## config.mk

```make
export PLATFORM = sky130hd
export DESIGN_NAME = coil_array_ramp_frame_encoder_unit
export DESIGN_NICKNAME = d
export VERILOG_FILES = /design/src/rtl/core/carfe_pkg.sv /design/src/rtl/core/coil_array_ramp_frame_encoder_unit.sv /design/src/rtl/core/carfe_ctrl.sv /design/src/rtl/core/carfe_dp.sv
export SDC_FILE = /design/constraint.sdc
export NUM_CORES = 1
export LEC_CHECK = 0
export BUFFER_PORTS_ARGS = -buffer_cell sky130_fd_sc_hd__buf_2
export CAP_MARGIN = 20
export CORE_ASPECT_RATIO = 1.4
export CORE_UTILIZATION = 60
export CTS_CLUSTER_SIZE = 8
export DETAILED_ROUTE_END_ITERATION = 8
export GPL_ROUTABILITY_DRIVEN = 1
export PLACE_DENSITY_LB_ADDON = 0.12
export SYNTH_ARGS = -nofsm -noshare
export SYNTH_HDL_FRONTEND = slang
export SYNTH_SLANG_ARGS = --single-unit
```

## constraint.sdc

```tcl
create_clock -name clk -period 15.6 [get_ports clk]
set_input_delay 3.9 -clock clk [delete_from_list [all_inputs] [get_ports clk]]
set_output_delay 3.9 -clock clk [all_outputs]
set_load 0.03 [all_outputs]
```

## src/rtl/core/carfe_pkg.sv

```systemverilog
// ----------------------------------------------------------------------------
// carfe_pkg
// shared constants, types and cell arithmetic for the coil array ramp encoder
// ----------------------------------------------------------------------------
package carfe_pkg;

  localparam int ROWS        = 2;
  localparam int COLS        = 6;
  localparam int NCELLS      = ROWS * COLS;
  localparam int NPAIRS      = (NCELLS + 1) / 2;
  localparam int PAIR_W      = (NPAIRS > 1) ? $clog2(NPAIRS) : 1;
  localparam int LEVEL_W     = 8;
  localparam int CODE_W      = 3;
  localparam int IDX_W       = 4;
  localparam int MASK_W      = 12;
  localparam logic [MASK_W-1:0] MASK_RESET = 12'd772;

  localparam logic MODE_WRITE = 1'b0;
  localparam logic MODE_TICK  = 1'b1;

  typedef logic signed [LEVEL_W-1:0] level_t;
  typedef logic [PAIR_W-1:0]         pair_idx_t;

  // controller to datapath
  typedef struct packed {
    logic      wr_target;  // store input target
    logic      clr_chg;    // start of tick
    logic      ramp;       // ramp pair at idx
    logic      emit;       // load output byte for pair at idx
    logic      last;       // final pair of the frame
    pair_idx_t idx;
  } cmd_t;

  // datapath to controller
  typedef struct packed {
    logic out_free;
  } sts_t;

  // one ramp step toward the target, done one bit wider so nothing wraps
  function automatic level_t ramp_step(input level_t c, input level_t t);
    logic signed [LEVEL_W:0] cw;
    logic signed [LEVEL_W:0] tw;
    logic signed [LEVEL_W:0] s;
    cw = {c[LEVEL_W-1], c};
    tw = {t[LEVEL_W-1], t};
    s  = cw;
    if (cw < tw) begin
      s = cw + 9'sd2;
      if (s > tw) s = tw;
    end else if (cw > tw) begin
      s = cw - 9'sd1;
      if (s < tw) s = tw;
    end
    return s[LEVEL_W-1:0];
  endfunction

  // offset, clamp to +-3, magnitude plus polarity bit
  function automatic logic [CODE_W-1:0] encode(input level_t lvl, input logic dir);
    logic signed [LEVEL_W:0] t;
    logic signed [LEVEL_W:0] m;
    logic                    neg;
    t = {lvl[LEVEL_W-1], lvl} - 9'sd3;
    if (t > 9'sd3)  t = 9'sd3;
    if (t < -9'sd3) t = -9'sd3;
    neg = t[LEVEL_W];
    m   = neg ? -t : t;
    return {neg ^ dir, m[1:0]};
  endfunction

endpackage

```

## src/rtl/core/coil_array_ramp_frame_encoder_unit.sv

```systemverilog
// ----------------------------------------------------------------------------
// coil_array_ramp_frame_encoder_unit
// coil array target/current level ramp with packed 3-bit frame encoding
// ----------------------------------------------------------------------------
// usage
//   s_axis: one item per write or tick. s_tuser = mode (0 target write,
//   1 frame tick); s_tdata carries cell_index and the signed target level.
//   a target write gives no output item.
//   a tick runs a ramp pass over the cells, two cells a cycle, then an
//   emission pass loads one frame byte a cycle into the output register
//   while the sink keeps up. s_tready stays low from the tick until the
//   emission pass has loaded the last byte, and m_tvalid first rises once
//   the ramp pass is done and the first byte is registered.
//   m_axis: one item per cell pair, even cell code in bits 5:3, odd in 2:0;
//   m_tlast marks the final byte, m_tuser = settled (no level moved).
//   s_tready is high only while the sequencer is idle; the last byte of a
//   frame may still wait in the output register while the next item is taken.
//   a stalled sink holds the emission pass on the current byte, nothing lost.
//   cfg_we writes polarity_mask at once; write it only while idle.
//   reset (rst, synchronous) clears all targets and levels to zero and
//   loads polarity_mask with 772, with no clearing pass.
// ----------------------------------------------------------------------------
module coil_array_ramp_frame_encoder_unit (
  input  logic        clk,
  input  logic        rst,
  // configuration
  input  logic        cfg_we,
  input  logic [11:0] cfg_wdata,      // polarity_mask
  // input stream
  input  logic        s_tvalid,
  output logic        s_tready,
  input  logic [15:0] s_tdata,        // [3:0] cell_index, [11:4] target_level, zero pad
  input  logic        s_tuser,        // mode
  // output stream
  output logic        m_tvalid,
  input  logic        m_tready,
  output logic [7:0]  m_tdata,        // [5:0] frame_byte, zero pad
  output logic        m_tlast,        // last_byte
  output logic        m_tuser         // settled
);

  carfe_pkg::cmd_t cmd;
  carfe_pkg::sts_t sts;
  logic [2*carfe_pkg::CODE_W-1:0] frame_byte;

  // sequencer
  carfe_ctrl u_ctrl (
    .clk      (clk),
    .rst      (rst),
    .in_valid (s_tvalid),
    .in_ready (s_tready),
    .mode     (s_tuser),
    .sts      (sts),
    .cmd      (cmd)
  );

  // level store, ramp, encode and output register
  carfe_dp u_dp (
    .clk          (clk),
    .rst          (rst),
    .cmd          (cmd),
    .sts          (sts),
    .cell_index   (s_tdata[3:0]),
    .target_level (s_tdata[11:4]),
    .cfg_we       (cfg_we),
    .cfg_wdata    (cfg_wdata),
    .out_valid    (m_tvalid),
    .out_ready    (m_tready),
    .out_byte     (frame_byte),
    .out_last     (m_tlast),
    .out_settled  (m_tuser)
  );

  assign m_tdata = {2'b00, frame_byte};

endmodule

```

## src/rtl/core/carfe_ctrl.sv

```systemverilog
// ----------------------------------------------------------------------------
// carfe_ctrl
// sequencer: target writes, ramp pass over pairs, then byte emission pass
// ----------------------------------------------------------------------------
module carfe_ctrl (
  input  logic             clk,
  input  logic             rst,
  input  logic             in_valid,
  output logic             in_ready,
  input  logic             mode,
  input  carfe_pkg::sts_t  sts,
  output carfe_pkg::cmd_t  cmd
);

  localparam logic [1:0] S_IDLE = 2'd0;
  localparam logic [1:0] S_RAMP = 2'd1;
  localparam logic [1:0] S_EMIT = 2'd2;

  logic [1:0]                 state;
  logic [1:0]                 state_next;
  carfe_pkg::pair_idx_t       cnt;
  carfe_pkg::pair_idx_t       cnt_next;
  logic                       accept;
  logic                       at_last;

  assign in_ready = (state == S_IDLE);
  assign accept   = in_valid && in_ready;
  assign at_last  = (cnt == carfe_pkg::PAIR_W'(carfe_pkg::NPAIRS - 1));

  always_comb begin
    state_next    = state;
    cnt_next      = cnt;
    cmd           = '0;
    cmd.idx       = cnt;
    cmd.last      = at_last;
    unique case (state)
      S_IDLE: begin
        if (accept) begin
          if (mode == carfe_pkg::MODE_TICK) begin
            cmd.clr_chg = 1'b1;
            cnt_next    = '0;
            state_next  = S_RAMP;
          end else begin
            cmd.wr_target = 1'b1;
          end
        end
      end
      S_RAMP: begin
        cmd.ramp = 1'b1;
        if (at_last) begin
          cnt_next   = '0;
          state_next = S_EMIT;
        end else begin
          cnt_next = cnt + 1'b1;
        end
      end
      S_EMIT: begin
        if (sts.out_free) begin
          cmd.emit = 1'b1;
          if (at_last) begin
            cnt_next   = '0;
            state_next = S_IDLE;
          end else begin
            cnt_next = cnt + 1'b1;
          end
        end
      end
      default: begin
        state_next = S_IDLE;
        cnt_next   = '0;
      end
    endcase
  end

  always_ff @(posedge clk) begin
    if (rst) begin
      state <= S_IDLE;
      cnt   <= '0;
    end else begin
      state <= state_next;
      cnt   <= cnt_next;
    end
  end

endmodule

```

## src/rtl/core/carfe_dp.sv

```systemverilog
// ----------------------------------------------------------------------------
// carfe_dp
// level storage by cell pair, ramp unit, encoder and output register
// ----------------------------------------------------------------------------
module carfe_dp (
  input  logic                              clk,
  input  logic                              rst,
  input  carfe_pkg::cmd_t                   cmd,
  output carfe_pkg::sts_t                   sts,
  input  logic [carfe_pkg::IDX_W-1:0]       cell_index,
  input  carfe_pkg::level_t                 target_level,
  input  logic                              cfg_we,
  input  logic [carfe_pkg::MASK_W-1:0]      cfg_wdata,
  output logic                              out_valid,
  input  logic                              out_ready,
  output logic [2*carfe_pkg::CODE_W-1:0]    out_byte,
  output logic                              out_last,
  output logic                              out_settled
);

  // even and odd cells of a pair live in separate banks
  carfe_pkg::level_t tgt_even [carfe_pkg::NPAIRS];
  carfe_pkg::level_t tgt_odd  [carfe_pkg::NPAIRS];
  carfe_pkg::level_t cur_even [carfe_pkg::NPAIRS];
  carfe_pkg::level_t cur_odd  [carfe_pkg::NPAIRS];

  logic [carfe_pkg::MASK_W-1:0] polarity_mask;
  logic [carfe_pkg::NPAIRS-1:0] dir_even;
  logic [carfe_pkg::NPAIRS-1:0] dir_odd;
  logic                         changed;

  carfe_pkg::pair_idx_t  wr_pair;
  logic                  wr_ok;
  carfe_pkg::level_t     ce;
  carfe_pkg::level_t     co;
  carfe_pkg::level_t     ce_next;
  carfe_pkg::level_t     co_next;
  logic [carfe_pkg::CODE_W-1:0] code_e;
  logic [carfe_pkg::CODE_W-1:0] code_o;
  logic                  odd_present;

  assign wr_pair = carfe_pkg::PAIR_W'(cell_index >> 1);
  assign wr_ok   = (32'(cell_index) < carfe_pkg::NCELLS);

  always_comb begin
    dir_even = '0;
    dir_odd  = '0;
    for (int i = 0; i < carfe_pkg::NCELLS; i++) begin
      if ((i & 1) == 0) dir_even[i >> 1] = polarity_mask[i];
      else              dir_odd[i >> 1]  = polarity_mask[i];
    end
  end

  assign ce      = cur_even[cmd.idx];
  assign co      = cur_odd[cmd.idx];
  assign ce_next = carfe_pkg::ramp_step(ce, tgt_even[cmd.idx]);
  assign co_next = carfe_pkg::ramp_step(co, tgt_odd[cmd.idx]);

  // with an odd cell count the last pair has no odd cell
  assign odd_present = (((32'(cmd.idx) << 1) + 1) < carfe_pkg::NCELLS);
  assign code_e = carfe_pkg::encode(ce, dir_even[cmd.idx]);
  assign code_o = odd_present ? carfe_pkg::encode(co, dir_odd[cmd.idx]) : '0;

  assign sts.out_free = !out_valid || out_ready;

  always_ff @(posedge clk) begin
    if (rst) begin
      for (int p = 0; p < carfe_pkg::NPAIRS; p++) begin
        tgt_even[p] <= '0;
        tgt_odd[p]  <= '0;
        cur_even[p] <= '0;
        cur_odd[p]  <= '0;
      end
      polarity_mask <= carfe_pkg::MASK_RESET;
      changed       <= 1'b0;
      out_valid     <= 1'b0;
    end else begin
      if (cfg_we) polarity_mask <= cfg_wdata;
      if (cmd.wr_target && wr_ok) begin
        if (cell_index[0]) tgt_odd[wr_pair]  <= target_level;
        else               tgt_even[wr_pair] <= target_level;
      end
      if (cmd.clr_chg) changed <= 1'b0;
      if (cmd.ramp) begin
        cur_even[cmd.idx] <= ce_next;
        cur_odd[cmd.idx]  <= co_next;
        if ((ce_next != ce) || (co_next != co)) changed <= 1'b1;
      end
      if (cmd.emit)           out_valid <= 1'b1;
      else if (out_ready)     out_valid <= 1'b0;
    end
  end

  always_ff @(posedge clk) begin
    if (cmd.emit) begin
      out_byte    <= {code_e, code_o};
      out_last    <= cmd.last;
      out_settled <= !changed;
    end
  end

endmodule
```

==> run summary, run 1 <==
The flow ran to the end, and the final reports show no timing, DRC or antenna violations. STA puts the critical path data required time at 15.73 ns. The critical path goes through buf_2 > nor2b_1 > nand3b_1 > nand2_1. The number of buffer and inverter instances along the worst setup path is 1. The cell sitting at the root of the clock tree is a sky130_fd_sc_hd__clkbuf_16. The tools report the count of mapped cells out of synthesis as 1300. The average instance in the mapped netlist occupies 12.01 sq um. The HPWL after detailed placement is 27850 microns. The tools report the part of the Yosys area used for sequential elements as 53.59%.

The total overflow left after global routing is 0. The depth of the worst register-to-register path is 18. After the last flow step, the layout net total stands at 1491. The CTS clock-pin slew for the worst setup and hold paths works out to 0.05 ns. Clock skew after layout: 0.02555 ns.

The post-route netlist has 15.40% of its cells at a drive strength greater than 1. The number of standard cells in the layout, taps in and fillers out was 1728; the final-layout setup total negative slack was 0 ns. The tools report the destination of the critical timing path as u_dp.cur_odd[1][6].

IR analysis of the VDD net gives a maximum drop of 114.0 uV. Detail-routed net length per standard cell: 23.36 microns. The worst min-delay path class is flop to flop.

The largest incremental delay on the critical path was 1.13 ns. Routability-driven placement finished with a final weighted congestion of 0.9616. The tools report the overall via count from detail_route as 10970. Headroom to the max-slew limit came out at 22.14%. End of the worst register-to-register path: u_dp.changed. The critical path runs through a total of 4 cells. The worst setup path is launched from an input pin.

On the critical path, the stage with the largest delay is an instance of sky130_fd_sc_hd__nand2_1. The tools report the number of iterations in the first detailed-routing pass as 5. The number of remaining DRC errors was 0; the initial antenna violation count was 0.

The hold-critical path depth is 2, and the number of buffers created by CTS is 41. The clock net in this run drives a total of 286 sinks. The async set or reset register ratio after synthesis is 0%, and the post-CTS repair timing setup buffer count is 0. The worst setup path is captured at a flop. The areal power density over the cells was 165.4 nW/um^2; the count of nets left with antenna violations after detail routing was 0. The final count of pins violating max slew came out at 0.

The post-detailed-routing wire length was 40360 microns; the total standard cell area after synthesis was 15610 sq um. Critical setup path kind: input pin to flop. From synthesis to final layout, the design area changed by 11.59%. In the synthesized netlist the dominant register cell turns out to be sky130_fd_sc_hd__edfxtp_1. Including well taps, the total number of placed cells is 1661. In this run the worst setup path begins at rst. Leaving out fill and tap cells, the most frequent cells in the layout are sky130_fd_sc_hd__edfxtp_1, sky130_fd_sc_hd__nor2_1, sky130_fd_sc_hd__nand2_1. The final hold violation count is 0, and the post-synthesis cell type count is 83. After floorplanning, the core was divided into 69 placement rows. At the pin with the least slew margin, the transition time is 1.135 ns. The antenna diode count was 0.

Setup repair after global routing left no endpoint under its margin. From left edge to right edge, the die measures 138.3 microns. The via count of the first global-routing pass came out at 11210. Timing would allow up to 0.1425 GHz. For the wire length of the first global-routing pass, the log shows 62280 microns.

For this run, the number of Yosys warnings is 0. TritonCTS built the clock tree. At the worst endpoint, the arrival time is 7.15 ns. The CTS H-tree depth is 2. The die height was 192.9 microns.

The register-to-register setup slack was 8.93 ns. Largest delay contributor family on the critical path: simple AND/OR/NAND/NOR gates. The tool flagged a number of max-cap violations equal to 0. No sink is reached through more buffers than the 3 on the longest clock path. Number of gates resized after CTS: 0. Input and output buffers added on the ports amount to 39. For the finished layout, the period the worst path requires is 7.018 ns.

The initial utilization of the core area, before any placement, comes to 61.31%. After detailed routing, the number of vias per cell comes to 6.345. Along the worst path, the maximum fanout reaches 23.

The total of flip-flops plus latches after synthesis works out to 286. During I/O placement, the number of pins put on the boundary was 46. Hold is met by 0.4711 ns. The detailed router finished its first iteration with 822 violations. The floorplan step defined a core boundary enclosing 25470 sq um.

The final critical path takes up 44.99% of the cycle. The run gives 0 as the final setup violation count. The number of hold buffers added after CTS was 0. Global router's overall resource usage: 31.40%. The clock latency of the later-clocked register in the worst-skew pair is 0.54 ns. The library cell used most frequently in the layout, excluding fill and tap cells, is sky130_fd_sc_hd__edfxtp_1.

The static leakage was 6.590 nW; the number of flops mapped to enable cells by yosys was 264. The die covers 26680 sq um. The maximum number of pins on one net before global-route repair is 42.
==> registers in the layout (all words and copies together), names as in the netlist, named ones only <==
name / cells
u_ctrl.state: 2
u_dp.out_settled: 1
u_dp.out_last: 1
u_dp.changed: 1
u_dp.tgt_even: 64
u_dp.out_byte: 6
u_dp.polarity_mask: 12
u_dp.out_valid: 1
u_ctrl.cnt: 3
u_dp.cur_even: 64
u_dp.cur_odd: 64
u_dp.tgt_odd: 64
==> worst min-delay path by stage <==
stage / startpoint / end / slack [ns]
global route: u_dp.polarity_mask[2] / u_dp.polarity_mask[2] / 0.50
finish: u_dp.polarity_mask[8] / u_dp.polarity_mask[8] / 0.47
floorplan: u_dp.polarity_mask[9] / u_dp.polarity_mask[9] / 0.44
CTS: u_dp.polarity_mask[8] / u_dp.polarity_mask[8] / 0.47
detailed placement: u_dp.polarity_mask[8] / u_dp.polarity_mask[8] / 0.46
global placement: u_dp.polarity_mask[9] / u_dp.polarity_mask[9] / 0.45
==> cells by family after synthesis <==
kind of cell | Yosys count | synth area share (%)
other | 1 | 0.02402
muxes | 133 | 13.25
buffers and inverters | 124 | 3.358
AOI/OAI and AO/OA | 195 | 8.767
adders and majority gates | 70 | 5.609
DFF | 286 | 53.59
xor gates and xnor gates | 37 | 2.076
and+or+nand+nor | 454 | 13.33
==> where the power goes <==
group / switching, W / internal, W
sequential: 0.0000215 / 0.000892
clock: 0.000303 / 0.000482
combinational: 0.000755 / 0.000429
total: 0.00108 / 0.00180
==> Yosys cell counts, types with 8 or more instances <==
master,instances,share of area (%)
sky130_fd_sc_hd__a31oi_1,14,0.56
sky130_fd_sc_hd__and2_1,20,0.80
sky130_fd_sc_hd__a21oi_1,42,1.3
sky130_fd_sc_hd__nand2b_1,15,0.60
sky130_fd_sc_hd__buf_2,11,0.35
sky130_fd_sc_hd__edfxtp_1,264,51
sky130_fd_sc_hd__clkbuf_1,33,0.79
sky130_fd_sc_hd__o211ai_1,8,0.38
sky130_fd_sc_hd__nor3_1,33,1.1
sky130_fd_sc_hd__inv_1,54,1.3
sky130_fd_sc_hd__inv_2,9,0.22
sky130_fd_sc_hd__nand2_1,94,2.3
sky130_fd_sc_hd__xnor2_1,34,1.9
sky130_fd_sc_hd__ha_1,70,5.6
sky130_fd_sc_hd__mux4_2,54,7.8
sky130_fd_sc_hd__dfxtp_1,22,2.8
sky130_fd_sc_hd__nand3_1,21,0.67
sky130_fd_sc_hd__o21ai_0,36,1.2
sky130_fd_sc_hd__mux2i_1,67,4.3
sky130_fd_sc_hd__nand4_1,11,0.44
sky130_fd_sc_hd__a22oi_1,11,0.53
sky130_fd_sc_hd__nor2_1,203,4.9
sky130_fd_sc_hd__nor2b_1,12,0.48
sky130_fd_sc_hd__buf_4,10,0.48
sky130_fd_sc_hd__or2_2,13,0.52
==> layer usage <==
layer,global-route usage (%),vias up,wire length [microns]
met5,0,-,0
met4,15.86,0,1735
met3,4.491,117,2719
met2,57.09,465,21050
met1,36.40,5370,14850
li1,-,5013,-
==> through the flow <==
step           util (%)  setup slack (ns)  cell area (sq um)  total power, W
2_1_floorplan         -             9.659              15740        0.001760
3_3_place_gp      63.95             8.086              16290        0.002061
3_5_place_dp      63.95             8.054              16290        0.002082
4_1_cts           68.34             8.585              17400        0.002863
5_1_grt           68.41             8.500              17420        0.003021
6_report          68.41             8.582              17420        0.002882
==> tightest hold or removal path, cell delays in order (launching register included) <==
cell and delay, ns:
sky130_fd_sc_hd__dfxtp_1 0.32, sky130_fd_sc_hd__mux2i_1 0.07, sky130_fd_sc_hd__nand2_1 0.06
==> area by class of cell <==
class	count	area [sq um]
clock buffers	65	1116
fillers	1816	8045
inverters	66	247.7
multi-input cells	923	6862
flip-flops and latches	286	8374
well taps	319	399.1
repair buffers	69	424.2
Power figures use the tool's default switching activity.
==> inputs of run 2 (changes only) <==
==> constraint.sdc (replaced) <==
create_clock -name clk -period 6.76 [get_ports clk]
set_input_delay 1.69 -clock clk [delete_from_list [all_inputs] [get_ports clk]]
set_output_delay 1.69 -clock clk [all_outputs]
set_load 0.03 [all_outputs]
==> run 2 against run 1 <==
  * Largest cell class unchanged
  * Register-to-register slack worse by 8.2 ns
  * First-iteration DRC count down 5.8%
  * Wire length up 1.2%
  * Via count up 2.7%
  * Sequential share of layout area down 0.74 points
  * Setup slack worse by 7.8 ns
  * Clock-buffer cell count unchanged
==> run summary, run 2 (synthesized netlist as in run 1, its figures left out) <==
The run finished with clean final reports. Once the floorplan was initialized, standard cells occupied 61.31% of the core. The run gives 286 as the number of sinks handled by clock tree synthesis. The tools report the launch point of the worst hold path as u_dp.changed. TritonCTS built the clock tree. In this run the remaining antenna-violating nets after routing total 0.

Among cell families on the critical path, the largest total delay comes from compound AO/OA/AOI/OAI gates. In this run the vertical extent of the chip is 192.9 microns. The largest single stage delay on the critical path is 0.79 ns. For the initial antenna violation count, the log shows 0.

The tools report the post-detailed-routing wire length as 40860 microns. For the DRC marker count from the first detailed-route iteration, the log shows 774. The logs give 0 for the total congestion overflow after global routing and 26680 sq um for the die footprint. The number of max-cap violations was 0; the transition time of the tightest slew-check pin was 1.135 ns. The ratio of cells with drive above 1 in the final layout was 17.35%; the final critical-path share of the clock period was 88.88%. In this run the core area contains 69 standard-cell rows.

The number of setup buffers added after CTS is 0. The number of top-level pins is 46, and the wire length of the first global-routing pass is 62910 microns. Clock-pin slew was measured on the worst setup and hold paths at 0.05 ns. The number of buffers and inverters on the critical path is 0. The highest fanout seen on the critical path works out to 20. Final count of pins violating max slew: 0. Maximum number of pins on one net before global-route repair: 32. Setup repair after global routing left no endpoint under its margin. Once placement finished, the instance area stood at 16510 sq um. The clock passes through at most 3 buffers. After clock tree synthesis, the repair step resized 0 gates. Between clock sinks in the finished design, the worst skew comes to 0.02913 ns. Most common cell after layout, fill and taps aside: sky130_fd_sc_hd__edfxtp_1. The routed design could run at a clock period as short as 6.008 ns. The count of buffers added on input and output ports is 39. Using the TritonRoute via totals, the vias-per-cell ratio works out to 6.399. The worst hold path belongs to the class flop to flop. The core footprint was 25470 sq um; the areal power density over the cells was 383.1 nW/um^2. The tools report the number of remaining DRC errors as 0. The logs give 11270 for the via count of the first global-routing pass and 6.39 ns for the data arrival time of the critical path. The layout-stage area growth over the synthesis result was 13.33%; the final setup violation count was 0. The cts-stage hold buffer count is 0.

Number of buffers created by CTS: 42. Summed over all cells, the static leakage comes to 6.755 nW. After routing the design area is 17690 sq um. STA classifies the critical path startpoint as a flop.

Power comes to 0.006779 W. The critical path goes through mux4_2 > mux2i_1 > ha_1 > a21bo_2 > or3_1 > nand2b_1 > ha_1 > o21a_1 > o21ai_0 > a31oi_1 > or2_2 > a31oi_1 > o221ai_1 > o21ai_0 > or2_2 > nor2_1. The tools report the final hold violation count as 0.

The library cells used most frequently in the layout, excluding fill and tap cells, are sky130_fd_sc_hd__edfxtp_1, sky130_fd_sc_hd__nor2_1, sky130_fd_sc_hd__nand2_1. For the number of nets in the final layout, the log shows 1519. The critical path is of the flop to flop type.

The relative max-transition margin is 23.57%. The logs give 0.8539 ns for the pre-CTS setup slack and 7.14 ns for the critical path required time. Once routing completed, OpenROAD measured the worst setup slack at 0.7516 ns. The repair_antennas step left the layout with diodes totalling 0. The CTS H-tree depth is 2, and the final weighted congestion in routability-driven placement is 0.9459. From left edge to right edge, the die measures 138.3 microns. Global routing used 31.58% of the available tracks.

Dividing the detail-routed wire length by the instance count gives 23.21 microns. Detailed routing inserted a total of 11260 vias. The later pin in the worst-skew pair is clocked with a latency of 0.54 ns. STA classifies the critical path endpoint as a flop. Summed over all failing endpoints, the final setup total negative slack is 0 ns.

The highest clock rate came out at 0.1664 GHz. Library cell contributing the largest single delay on the critical path: sky130_fd_sc_hd__dfxtp_2. The first TritonRoute pass finished after 5 iterations. In this run the clock root is driven by a sky130_fd_sc_hd__clkbuf_16. The maximum vdd ir drop came out at 278.3 uV. The HPWL after detailed placement is 28510 microns.
run 2: changes by cell type in the layout (fill, tap and decap cells not counted), sizes merged:
cell	change
clkinv	+3
inv	+2
clkbuf	-1
buf	+28
run 2: power by group:
group          switching (W)  total, W  leakage (nW)  internal, W
registers          0.0000482   0.00211          2.86      0.00206
logic                0.00176   0.00280          3.33      0.00104
clock network       0.000728   0.00188         0.569      0.00115
run 2: path summary, 6_finish.rpt:
check / to / slack, ns / depth (start not counted)
setup reg to reg: u_dp.cur_even[1][5] / 0.75 / 16
setup / recovery: u_dp.cur_even[1][5] / 0.75 / 16
hold / removal: u_dp.out_settled / 0.47 / 1
hold reg to reg: u_dp.out_settled / 0.47 / 1
run 2: metrics by stage:
stage,util (%),std cells,hold WS (ns)
6_report,69.48,1760,0.4709
2_1_floorplan,-,1333,0.4358
5_1_grt,69.48,1760,0.4957
3_3_place_gp,64.78,1689,0.4520
3_5_place_dp,64.82,1690,0.4667
4_1_cts,69.48,1760,0.4797
run 2: cell type report:
class | instances | area, sq um
clock inverter | 5 | 47.55
sequential | 286 | 8374
timing repair buffer | 96 | 626.9
inverter | 66 | 247.7
fill | 1837 | 7774
tap | 319 | 399.1
clock buffer | 65 | 1137
multi-input combinational | 923 | 6862
run 2: routing by layer:
metal  routed length (microns)  global-route usage (%)
met4                      1851                   16.98
met2                     20910                   56.89
met1                     14880                   36.46
met3                      3210                   4.789
met5                         0                       0
==> inputs of run 3 (changes only) <==
--- a/config.mk
+++ b/config.mk
@@ -12,7 +12,7 @@
 export CTS_CLUSTER_SIZE = 8
 export DETAILED_ROUTE_END_ITERATION = 8
 export GPL_ROUTABILITY_DRIVEN = 1
-export PLACE_DENSITY_LB_ADDON = 0.12
+export PLACE_DENSITY = 0.82
 export SYNTH_ARGS = -nofsm -noshare
 export SYNTH_HDL_FRONTEND = slang
 export SYNTH_SLANG_ARGS = --single-unit
==> constraint.sdc (replaced) <==
create_clock -name clk -period 6.76 [get_ports clk]
set_input_delay 1.69 -clock clk [delete_from_list [all_inputs] [get_ports clk]]
set_output_delay 1.69 -clock clk [all_outputs]
set_load 0.01 [all_outputs]
==> run 3 against run 2 <==
  * The flow now finishes with violations (design-rule violations)
  * Critical path depth increased by 1
  * Clock power hardly changed
  * Wire length rose by 3.8%
==> run summary, run 3 (synthesized netlist as in run 1, its figures left out) <==
The total area inside the core boundary comes to 25470 sq um. In this run the critical register-to-register path is captured at u_dp.changed. The startpoint identified for the worst hold timing path is u_dp.polarity_mask[8]. After detailed routing, the average wire length per cell comes to 24.37 microns.

For this configuration, the core starts out at a cell density of 61.31%. The highest clock rate came out at 0.1650 GHz. Summed over all layers, the routed wires come to 42410 microns. The wire length of the first global-routing pass was 65500 microns. The die is 192.9 microns tall. On the final layout, the worst clock skew is 0.01562 ns. The analysis attributes to net switching a power of 0.002513 W. The later pin in the worst-skew pair is clocked with a latency of 0.53 ns. The initial antenna violation count was 0.

Sort of element at the end of the critical path: a flop. TritonCTS built the clock tree. Measured against its own limit, the worst slew margin works out to 27.66%. The tools report the number of top-level pins as 46. The transition time of the tightest slew-check pin was 1.083 ns; the share of total power in combinational logic was 41.0%. The antenna diode count was 0; the maximum vdd ir drop was 334.6 uV. The tools report the final hold violation count as 0. In the global route stage, overall resource usage came out at 33.01%. Power spread over the standard cell area amounts to 383.7 nW/um^2. CTS built an H-tree with a depth of 2. The first routing iteration left 1296 violations. Clock-pin slew was measured on the worst setup and hold paths at 0.05 ns. The number of buffers added on ports came out at 39. The top cell types in the final layout, fill and taps aside, are sky130_fd_sc_hd__edfxtp_1, sky130_fd_sc_hd__nor2_1, sky130_fd_sc_hd__nand2_1. Once detail routing completed, the nets flagged for antenna violations numbered 0.

The path with the worst hold slack has its endpoint at u_dp.polarity_mask[8]. In the final layout, the share of cells above drive strength 1 is 16.82%. Once the clock tree was built, the setup fixing pass inserted 0 buffers. The die footprint came out at 26680 sq um.

Most common cell after layout, fill and taps aside: sky130_fd_sc_hd__edfxtp_1. The logs give 2 for the number of remaining DRC errors and 28410 microns for the estimated wirelength of the detail-placed design. Setup violations remaining at the end of the flow were counted as 0. Prior to clock tree synthesis, the placed netlist has a worst setup slack of 0.7570 ns. The run gives 38 as the maximum number of pins on one net before global-route repair.

The switching share of power came out at 37.21%. The run gives 0 ns as the final-layout setup total negative slack. Across the run, the number of max-cap violations was 0. Setup slack on the worst reg-to-reg path comes out at 0.70 ns. The highest fanout seen on the critical path is 20. From synthesis to final layout, the design area changed by 12.74%.

The part of the power in registers was 31.4%. Setup repair after global routing left no endpoint under its margin. In the final design database the tool counted 1508 nets. The final count of pins violating max slew is 0. The number of cell rows was 69. For the worst setup path, the data arrival time is 6.45 ns. Of the available clock period, the critical path in the final layout requires 89.65%.

Using the TritonRoute via totals, the vias-per-cell ratio works out to 6.687. The cts-stage hold buffer count came out at 0. TritonCTS created 41 clock buffers. The run gives 0.004241 W as the internal power contribution. The hold-critical path depth came out at 2.

The static leakage was 6.698 nW; the post-layout minimum cycle time was 6.060 ns. The checks that failed: design-rule violations. The tools report the category of the worst setup path launch point as a flop. Counting along the longest clock path gives a buffer depth of 3. For this block, the via count after detailed routing is 11640.

The via count of the first global-routing pass was 12090; the depth of the worst register-to-register path was 17. Post-layout worst setup margin: 0.6996 ns. For the total congestion overflow after global routing, the log shows 0. The run finished, with violations left.

The critical path required time was 7.15 ns. From left edge to right edge, the die measures 138.3 microns. Clock tree synthesis selected as its root buffer the cell sky130_fd_sc_hd__clkbuf_16. The worst setup path is of the flop to flop kind. The final weighted congestion in routability-driven placement was 0.9867. The share of total power dissipated in the clock network is 27.6%.

Registers take 8374 sq um. The number of iterations in the first detailed-routing pass came out at 8. The worst hold path belongs to the class flop to flop. The layout has 1705 filler cells. The number of sinks handled by clock tree synthesis is 286, and the number of gates resized after CTS is 0.

Summing all multi-input logic gate instances after layout gives 6867 sq um.
==> run 3: cell count changes in the layout (fill, tap and decap cells not counted), sizes merged <==
| cell | before | now |
|---|---|---|
| clkbuf | 65 | 59 |
| inv | 65 | 64 |
| buf | 96 | 86 |
| clkinv | 6 | 3 |
==> run 3: area by class of cell <==
cell class | instances | area share [%]
multi-input combinational | 923 | 39.01
inverter | 66 | 1.407
clock buffer | 59 | 6.511
tap | 319 | 2.267
sequential | 286 | 47.57
clock inverter | 1 | 0.04975
timing repair buffer | 86 | 3.184
==> run 3: through the flow <==
step	total power, W	std cells	area (sq um)	util, %	hold WS, ns
after detailed placement	0.004830	1680	16450	64.58	0.4656
final	0.006755	1740	17600	69.12	0.4880
after global routing	0.007070	1740	17600	69.12	0.5155
after global placement	0.004762	1679	16440	64.55	0.4562
after CTS	0.006685	1740	17600	69.12	0.4841
after floorplan	0.004044	1333	15740	-	0.4358
==> run 3: routing by layer <==
metal	global-route usage, %	vias to the layer above	wire [microns]
met1	35.84	5622	14140
met3	5.955	207	3849
met2	58.86	758	21620
met4	23.25	0	2806
li1	-	5049	-
met5	0	-	0
==> run 3: worst max path at each step <==
stage	to	start	slack, ns
2_1_floorplan	u_dp.cur_odd[5][1]	flop	1.67
3_5_place_dp	u_dp.changed	flop	0.76
6_report	u_dp.changed	flop	0.70
4_1_cts	u_dp.changed	flop	0.78
3_3_place_gp	u_dp.changed	flop	0.79
5_1_grt	u_dp.changed	flop	0.24
==> run 3: worst max-delay path, stage by stage (launching register included) <==
cell and delay [ns]:
sky130_fd_sc_hd__dfxtp_2 0.81, sky130_fd_sc_hd__buf_4 0.50, sky130_fd_sc_hd__mux4_2 0.57, sky130_fd_sc_hd__mux2i_2 0.57, sky130_fd_sc_hd__inv_2 0.23, sky130_fd_sc_hd__nor3_2 0.24, sky130_fd_sc_hd__a31oi_1 0.15, sky130_fd_sc_hd__nand2b_1 0.18
sky130_fd_sc_hd__ha_1 0.30, sky130_fd_sc_hd__o21a_1 0.13, sky130_fd_sc_hd__o21ai_0 0.07, sky130_fd_sc_hd__a31oi_1 0.61, sky130_fd_sc_hd__or2_2 0.39, sky130_fd_sc_hd__nand2_1 0.09, sky130_fd_sc_hd__o221ai_1 0.51, sky130_fd_sc_hd__xnor2_1 0.17
sky130_fd_sc_hd__a2111oi_2 0.30, sky130_fd_sc_hd__a31oi_1 0.12
==> run 3: power by group through the flow <==
stage / Combinational, W / Clock [W] / Sequential (W)
after floorplan: 0.00193 / 0 / 0.00211
after global placement: 0.00262 / 0 / 0.00214
after detailed placement: 0.00268 / 0 / 0.00215
after CTS: 0.00270 / 0.00187 / 0.00212
after global routing: 0.00301 / 0.00193 / 0.00213
final: 0.00277 / 0.00186 / 0.00212
